[src/hdl/assert_macros.svh]
// ----------------------------------------------------------------------------
// Assertion macros
// Shared concurrent assertion forms. Define NO_ASSERTIONS to compile them out.
// ----------------------------------------------------------------------------
`ifndef ASSERT_MACROS_SVH
`define ASSERT_MACROS_SVH

`ifndef NO_ASSERTIONS
// Check that a property holds on every clock edge outside reset
`define TMVG_ASSERT(name, clock, resetn, prop, msg) \
    name: assert property (@(posedge clock) disable iff (!resetn) prop) else $error(msg);
// Check that a condition never holds outside reset
`define TMVG_ASSERT_NEVER(name, clock, resetn, cond, msg) \
    name: assert property (@(posedge clock) disable iff (!resetn) !(cond)) else $error(msg);
`else
`define TMVG_ASSERT(name, clock, resetn, prop, msg)
`define TMVG_ASSERT_NEVER(name, clock, resetn, cond, msg)
`endif

`endif

[src/hdl/tmvg_pkg.sv]
// ----------------------------------------------------------------------------
// Torus mesh vertex generator package
// Widths, register codes, sine coefficients and the lane types of the cells.
// ----------------------------------------------------------------------------
`timescale 1ns / 1ps

package tmvg_pkg;

    // Field and register widths
    localparam int CNT_W      = 9;
    localparam int IDX_W      = 8;
    localparam int RAD_W      = 16;
    localparam int VIDX_W     = 16;
    localparam int PX_W       = 18;
    localparam int PY_W       = 17;
    localparam int PHASE_W    = 16;
    localparam int REM_W      = 9;
    localparam int CFG_IDX_W  = 2;

    // Cell chain sizes
    localparam int DIV_STEPS    = 16;
    localparam int DIV_LANES    = 2;
    localparam int HORNER_STEPS = 4;
    localparam int TRIG_LANES   = 4;

    // Constants
    localparam int LEAST_POINTS = 3;
    localparam int QUARTER_TURN = 16384;
    localparam int COEF_SHIFT   = 30;

    // Parameter defaults
    localparam int DEF_MAX_MINOR_POINTS = 256;
    localparam int DEF_MAX_MAJOR_POINTS = 256;
    localparam int DEF_TRIG_FRAC_BITS   = 15;

    // Configuration register codes
    typedef enum logic [CFG_IDX_W-1:0] {
        REG_MINOR_RADIUS = 2'd0,
        REG_MAJOR_RADIUS = 2'd1,
        REG_MINOR_POINTS = 2'd2,
        REG_MAJOR_POINTS = 2'd3
    } cfg_reg_t;

    // Odd Taylor terms of a quarter-wave sine, Q30
    localparam logic [31:0] SINE_COEF [HORNER_STEPS+1] = '{
        32'd1686629713, 32'd693598668, 32'd85569306, 32'd5026995, 32'd172272
    };

    // One lane of the phase divider: partial remainder and dividend/quotient bits
    typedef struct packed {
        logic [REM_W-1:0]   rem;
        logic [PHASE_W-1:0] low;
    } div_lane_t;

    // One lane of the sine evaluation
    typedef struct packed {
        logic [30:0] t;
        logic [30:0] t2;
        logic [31:0] acc;
        logic        neg;
    } trig_lane_t;

    // Index results that travel beside the arithmetic
    typedef struct packed {
        logic              in_range;
        logic [VIDX_W-1:0] self_idx;
        logic [VIDX_W-1:0] next_minor;
        logic [VIDX_W-1:0] next_major;
        logic [VIDX_W-1:0] next_both;
    } side_t;

endpackage

[src/hdl/tmvg_div_cell.sv]
// ----------------------------------------------------------------------------
// Phase divider cell
// One restoring division step per lane; a row of these forms the phase.
// ----------------------------------------------------------------------------
`timescale 1ns / 1ps

module tmvg_div_cell (
    input  logic                                                   clk,
    input  logic                                                   en,
    input  logic [tmvg_pkg::DIV_LANES-1:0][tmvg_pkg::CNT_W-1:0]    divisor,
    input  tmvg_pkg::div_lane_t [tmvg_pkg::DIV_LANES-1:0]          lane_in,
    output tmvg_pkg::div_lane_t [tmvg_pkg::DIV_LANES-1:0]          lane_out
);
    import tmvg_pkg::*;

    div_lane_t [DIV_LANES-1:0]         lane_reg;
    div_lane_t [DIV_LANES-1:0]         lane_next;
    logic [DIV_LANES-1:0][REM_W:0]     trial;

    // Shift in the next dividend bit, subtract when it fits
    always_comb
    begin
        for (int l = 0; l < DIV_LANES; l++)
        begin
            trial[l] = {lane_in[l].rem, lane_in[l].low[PHASE_W-1]};
            if (trial[l] >= {1'b0, divisor[l]})
            begin
                lane_next[l].rem = REM_W'(trial[l] - {1'b0, divisor[l]});
                lane_next[l].low = {lane_in[l].low[PHASE_W-2:0], 1'b1};
            end
            else
            begin
                lane_next[l].rem = trial[l][REM_W-1:0];
                lane_next[l].low = {lane_in[l].low[PHASE_W-2:0], 1'b0};
            end
        end
    end

    // Advance with the pipeline
    always_ff @(posedge clk)
    begin
        if (en)
        begin
            lane_reg <= lane_next;
        end
    end

    assign lane_out = lane_reg;

endmodule

[config.mk]
export PLATFORM = sky130hd
export DESIGN_NAME = tmvg_div_cell
export DESIGN_NICKNAME = d
export VERILOG_FILES = /design/src/hdl/assert_macros.svh /design/src/hdl/tmvg_pkg.sv /design/src/hdl/tmvg_div_cell.sv
export SDC_FILE = /design/constraint.sdc
export NUM_CORES = 1
export LEC_CHECK = 0
export BUFFER_PORTS_ARGS = -buffer_cell sky130_fd_sc_hd__buf_2
export CORE_AREA = 8 8 100 102
export CTS_BUF_LIST = sky130_fd_sc_hd__clkbuf_4 sky130_fd_sc_hd__clkbuf_8
export CTS_CLUSTER_DIAMETER = 120
export DETAILED_ROUTE_END_ITERATION = 8
export DIE_AREA = 0 0 108 110
export GPL_TIMING_DRIVEN = 0
export SYNTH_ARGS = -nofsm -noshare
export SYNTH_HDL_FRONTEND = slang
export SYNTH_SLANG_ARGS = --single-unit
[constraint.sdc]
create_clock -name clk -period 5.3 [get_ports clk]
set_input_delay 1.06 -clock clk [delete_from_list [all_inputs] [get_ports clk]]
set_output_delay 1.06 -clock clk [all_outputs]
set_load 0.02 [all_outputs]
==> out/qor.log <==
INFO  timing         timing.fmax=325MHz
INFO  timing         maxSlewHeadroom=0.216
INFO  worst_setup_path worst_setup_path_end_kind=flip-flop
INFO  worst_setup_path timing.critical_path.from_type=primary input
INFO  clock_network  cts_hold_buffers=0
INFO  timing         rsz0062_at_grt=false
INFO  worst_setup_path critical_path.max_fanout=7
INFO  worst_setup_path worstSetupPathDepth=10
INFO  route          drt-vias-per-instance=4.52
INFO  worst_setup_path critPathBufInv=4
INFO  logic_synthesis synth_warnings=0
INFO  outcome        outcome=finished clean
INFO  cells_and_area final.fill_count=840
INFO  logic_synthesis synth_cell_types=39
INFO  grt            antenna_found_initial=0
INFO  route          dr_wl_cell=14.8um
INFO  die            core-area=8470squm
INFO  hold_path      hold_class=primary input to flip-flop
INFO  die            die_height=110um
INFO  route          remaining_drc_errors=0
INFO  grt            first_global_vias=2052
INFO  logic_synthesis seq_area_frac_synth=0.589
INFO  logic_synthesis leading_area_contributor_after_synthesis=sky130_fd_sc_hd__edfxtp_1
INFO  grt            grt_max_degree=51
INFO  worst_setup_path worst-endpoint-arrival=3140ps
INFO  worst_setup_path worst_path_largest_cell_delay=460ps
INFO  clock_network  clock_pin_transition_on_the_worst_setup_and_hold_timing_paths=100ps
INFO  timing         worst_pin_slew=1180ps
INFO  logic_synthesis total_of_flip_flops_plus_latches_after_synthesis=50
INFO  logic_synthesis dominantRegCellSynth=sky130_fd_sc_hd__edfxtp_1
INFO  cells_and_area instances_no_fill=428
INFO  placement      port_buffers=119
INFO  power          power_density=303nW/um^2
INFO  logic_synthesis asyncSetResetFlopFracSynth=0
INFO  placement      placed_cells=420
INFO  logic_synthesis syn_area=2550squm
INFO  die            die_w=108um
INFO  worst_setup_path critical_path.top_delay_family=compound AO/OA/AOI/OAI gates
INFO  power          cellLeakagePower=1.54nW
INFO  run            max_cap_viol_count=0
INFO  cells_and_area multi_input_area=946squm
INFO  placement      dp_hpwl=5050um
INFO  clock_network  cts.htree.levels=2
INFO  clock_network  tritoncts=built
INFO  cells_and_area syn2layout_area_growth=33.1%
INFO  timing         timing.final.hold_violations=0
INFO  power          max-vdd-ir-drop=0.000108V
INFO  logic_synthesis synth.top_cells.by_area=sky130_fd_sc_hd__edfxtp_1, sky130_fd_sc_hd__ha_1, sky130_fd_sc_hd__inv_1
INFO  clock_network  cts.repair.resized=0
INFO  worst_setup_path timing.critical_path.cells=buf_2 -> inv_1 -> ha_1 -> inv_1 -> fa_1 -> a211oi_2 -> o21ai_1 -> a211oi_4 -> inv_2 -> mux2_4
INFO  grt            grt_use_total=0.102
INFO  route          drt_pre_antenna_iters=4
INFO  clock_network  cts-buffers-inserted=5
INFO  die            initial_utilization=0.301
INFO  timing         totalNegativeSetupSlack=0ps
INFO  power          fin_total_pwr=1.03mW
INFO  worst_setup_path worst-endpoint-required=5360ps
INFO  hold_path      hold_depth=1
INFO  clock_network  clockRootBuffer=sky130_fd_sc_hd__clkbuf_8
INFO  cells_and_area diodes=0
INFO  cells_and_area seqCellArea=1500squm
INFO  timing         setup_violators_final=0
INFO  cells_and_area fin_nets=409
INFO  timing         timing.final.crit_share=0.581
INFO  hold_path      min-delay-start=lane_in[8]
INFO  route          postRouteWirelength=6350um
INFO  clock_network  clock_path_buffers=2
INFO  die            floorplan.die_area=11900squm
INFO  route          dr_total_vias=1935
INFO  die            rows=34
INFO  clock_network  cts.sink_count=50
INFO  cells_and_area largest_register_ff_count=50
INFO  logic_synthesis netlist_instances=193
INFO  worst_setup_path critPathMostFrequentCell=sky130_fd_sc_hd__inv_1
INFO  logic_synthesis synth.avg_cell_area=13.2squm
INFO  route          dr.first_iter.drc_count=46
INFO  logic_synthesis synth-edff-count=50
INFO  placement      gp_routability_congestion=0.768
INFO  grt            globalRouteOverflowTotal=0
INFO  hold_path      worst_hold_endpoint=lane_out[9]
INFO  logic_synthesis postSynthNetCount=283
INFO  grt            grt_pass1_wl=9620um
INFO  cells_and_area drive_above_1_share=0.453
INFO  die            i_o_pins=120
INFO  clock_network  post-cts-setup-buffers=0
INFO  timing         timing.final.max_slew_violations=0
INFO  route          final_antenna_net_count=0
INFO  worst_setup_path critPathSlowestCell=sky130_fd_sc_hd__a211oi_4
INFO  logic_synthesis synth.top_cell.area_share=0.589
INFO  timing         final_period_minus_worst_setup_slack=3080ps
INFO  worst_setup_path worst-setup-path-type=primary input to flip-flop
cell usage after synthesis (2+ instances only):
cell	number
sky130_fd_sc_hd__a211oi_1	3
sky130_fd_sc_hd__a21o_1	3
sky130_fd_sc_hd__a21oi_1	10
sky130_fd_sc_hd__a21oi_2	2
sky130_fd_sc_hd__edfxtp_1	50
sky130_fd_sc_hd__fa_1	2
sky130_fd_sc_hd__ha_1	18
sky130_fd_sc_hd__inv_1	24
sky130_fd_sc_hd__mux2_2	8
sky130_fd_sc_hd__nand2_1	12
sky130_fd_sc_hd__nand2b_1	4
sky130_fd_sc_hd__nor2_1	9
sky130_fd_sc_hd__o211ai_1	3
sky130_fd_sc_hd__o21a_1	2
sky130_fd_sc_hd__o21ai_0	8
sky130_fd_sc_hd__o21ai_1	2
sky130_fd_sc_hd__o31ai_1	3
sky130_fd_sc_hd__xnor2_1	7
sky130_fd_sc_hd__xor2_1	3
power by group:
group	switching [mW]	leakage (nW)	internal, mW
clock	0.133	0.0585	0.142
sequential	0.00975	0.489	0.487
combinational	0.152	0.992	0.104
placed cells by master, fill, tap and decap left out, drive strengths merged, types with 2 or more instances in the layout:
| cell | instances |
|---|---|
| fa | 2 |
| buf | 120 |
| o21a | 2 |
| and4 | 2 |
| inv | 26 |
| clkbuf | 5 |
| o211ai | 3 |
| xor2 | 3 |
| o21ai | 11 |
| nor2 | 9 |
| nand2 | 12 |
| a21oi | 12 |
| mux2 | 9 |
| a211oi | 5 |
| ha | 18 |
| edfxtp | 50 |
| xnor2 | 7 |
| a21o | 3 |
| nand2b | 4 |
| o31ai | 4 |
worst max path at each step:
stage / slack (ps) / endpoint / start
6_report: 2220 / lane_out[24] / lane_in[15]
2_1_floorplan: 2240 / lane_out[17] / lane_in[15]
3_5_place_dp: 1870 / lane_out[24] / lane_in[15]
4_1_cts: 2200 / lane_out[24] / lane_in[15]
5_1_grt: 2070 / lane_out[24] / lane_in[15]
3_3_place_gp: 1880 / lane_out[17] / lane_in[15]
cells by family after synthesis:
family                     Yosys count  synth area share
buffers and inverters               26            0.0398
muxes                               10            0.0452
and+or+nand+nor                     31            0.0574
adders and majority gates           20             0.104
xor gates and xnor gates            10            0.0344
DFF                                 50             0.589
AOI/OAI and AO/OA                   46             0.130
metrics by stage:
stage                     hold WS (ps)  area [sq um]  setup WS (ps)  utilization
final                              929          3390           2220        0.401
after global routing               908          3390           2070        0.401
after CTS                          914          3390           2200        0.401
after detailed placement          1240          3280           1870        0.387
after global placement            1240          3280           1880        0.387
after floorplan                   1160          2550           2240            -
final cells by class:
type                            count  area share
Buffer                              1     0.00221
Timing Repair Buffer              119       0.176
Clock inverter                      3      0.0129
Sequential cell                    50       0.443
Clock buffer                        5      0.0203
Tap cell                          108      0.0398
Inverter                           25      0.0277
Multi-Input combinational cell    117       0.279
metal layers:
metal  GRT usage  wire length (um)  vias up
met2       0.173              3050       71
met4      0.0416                81        0
met5           0                 0        -
met1       0.119              2710      890
li1            -                 -      970
met3      0.0291               508        4
Note: power is estimated with default switching activity, not from simulation.
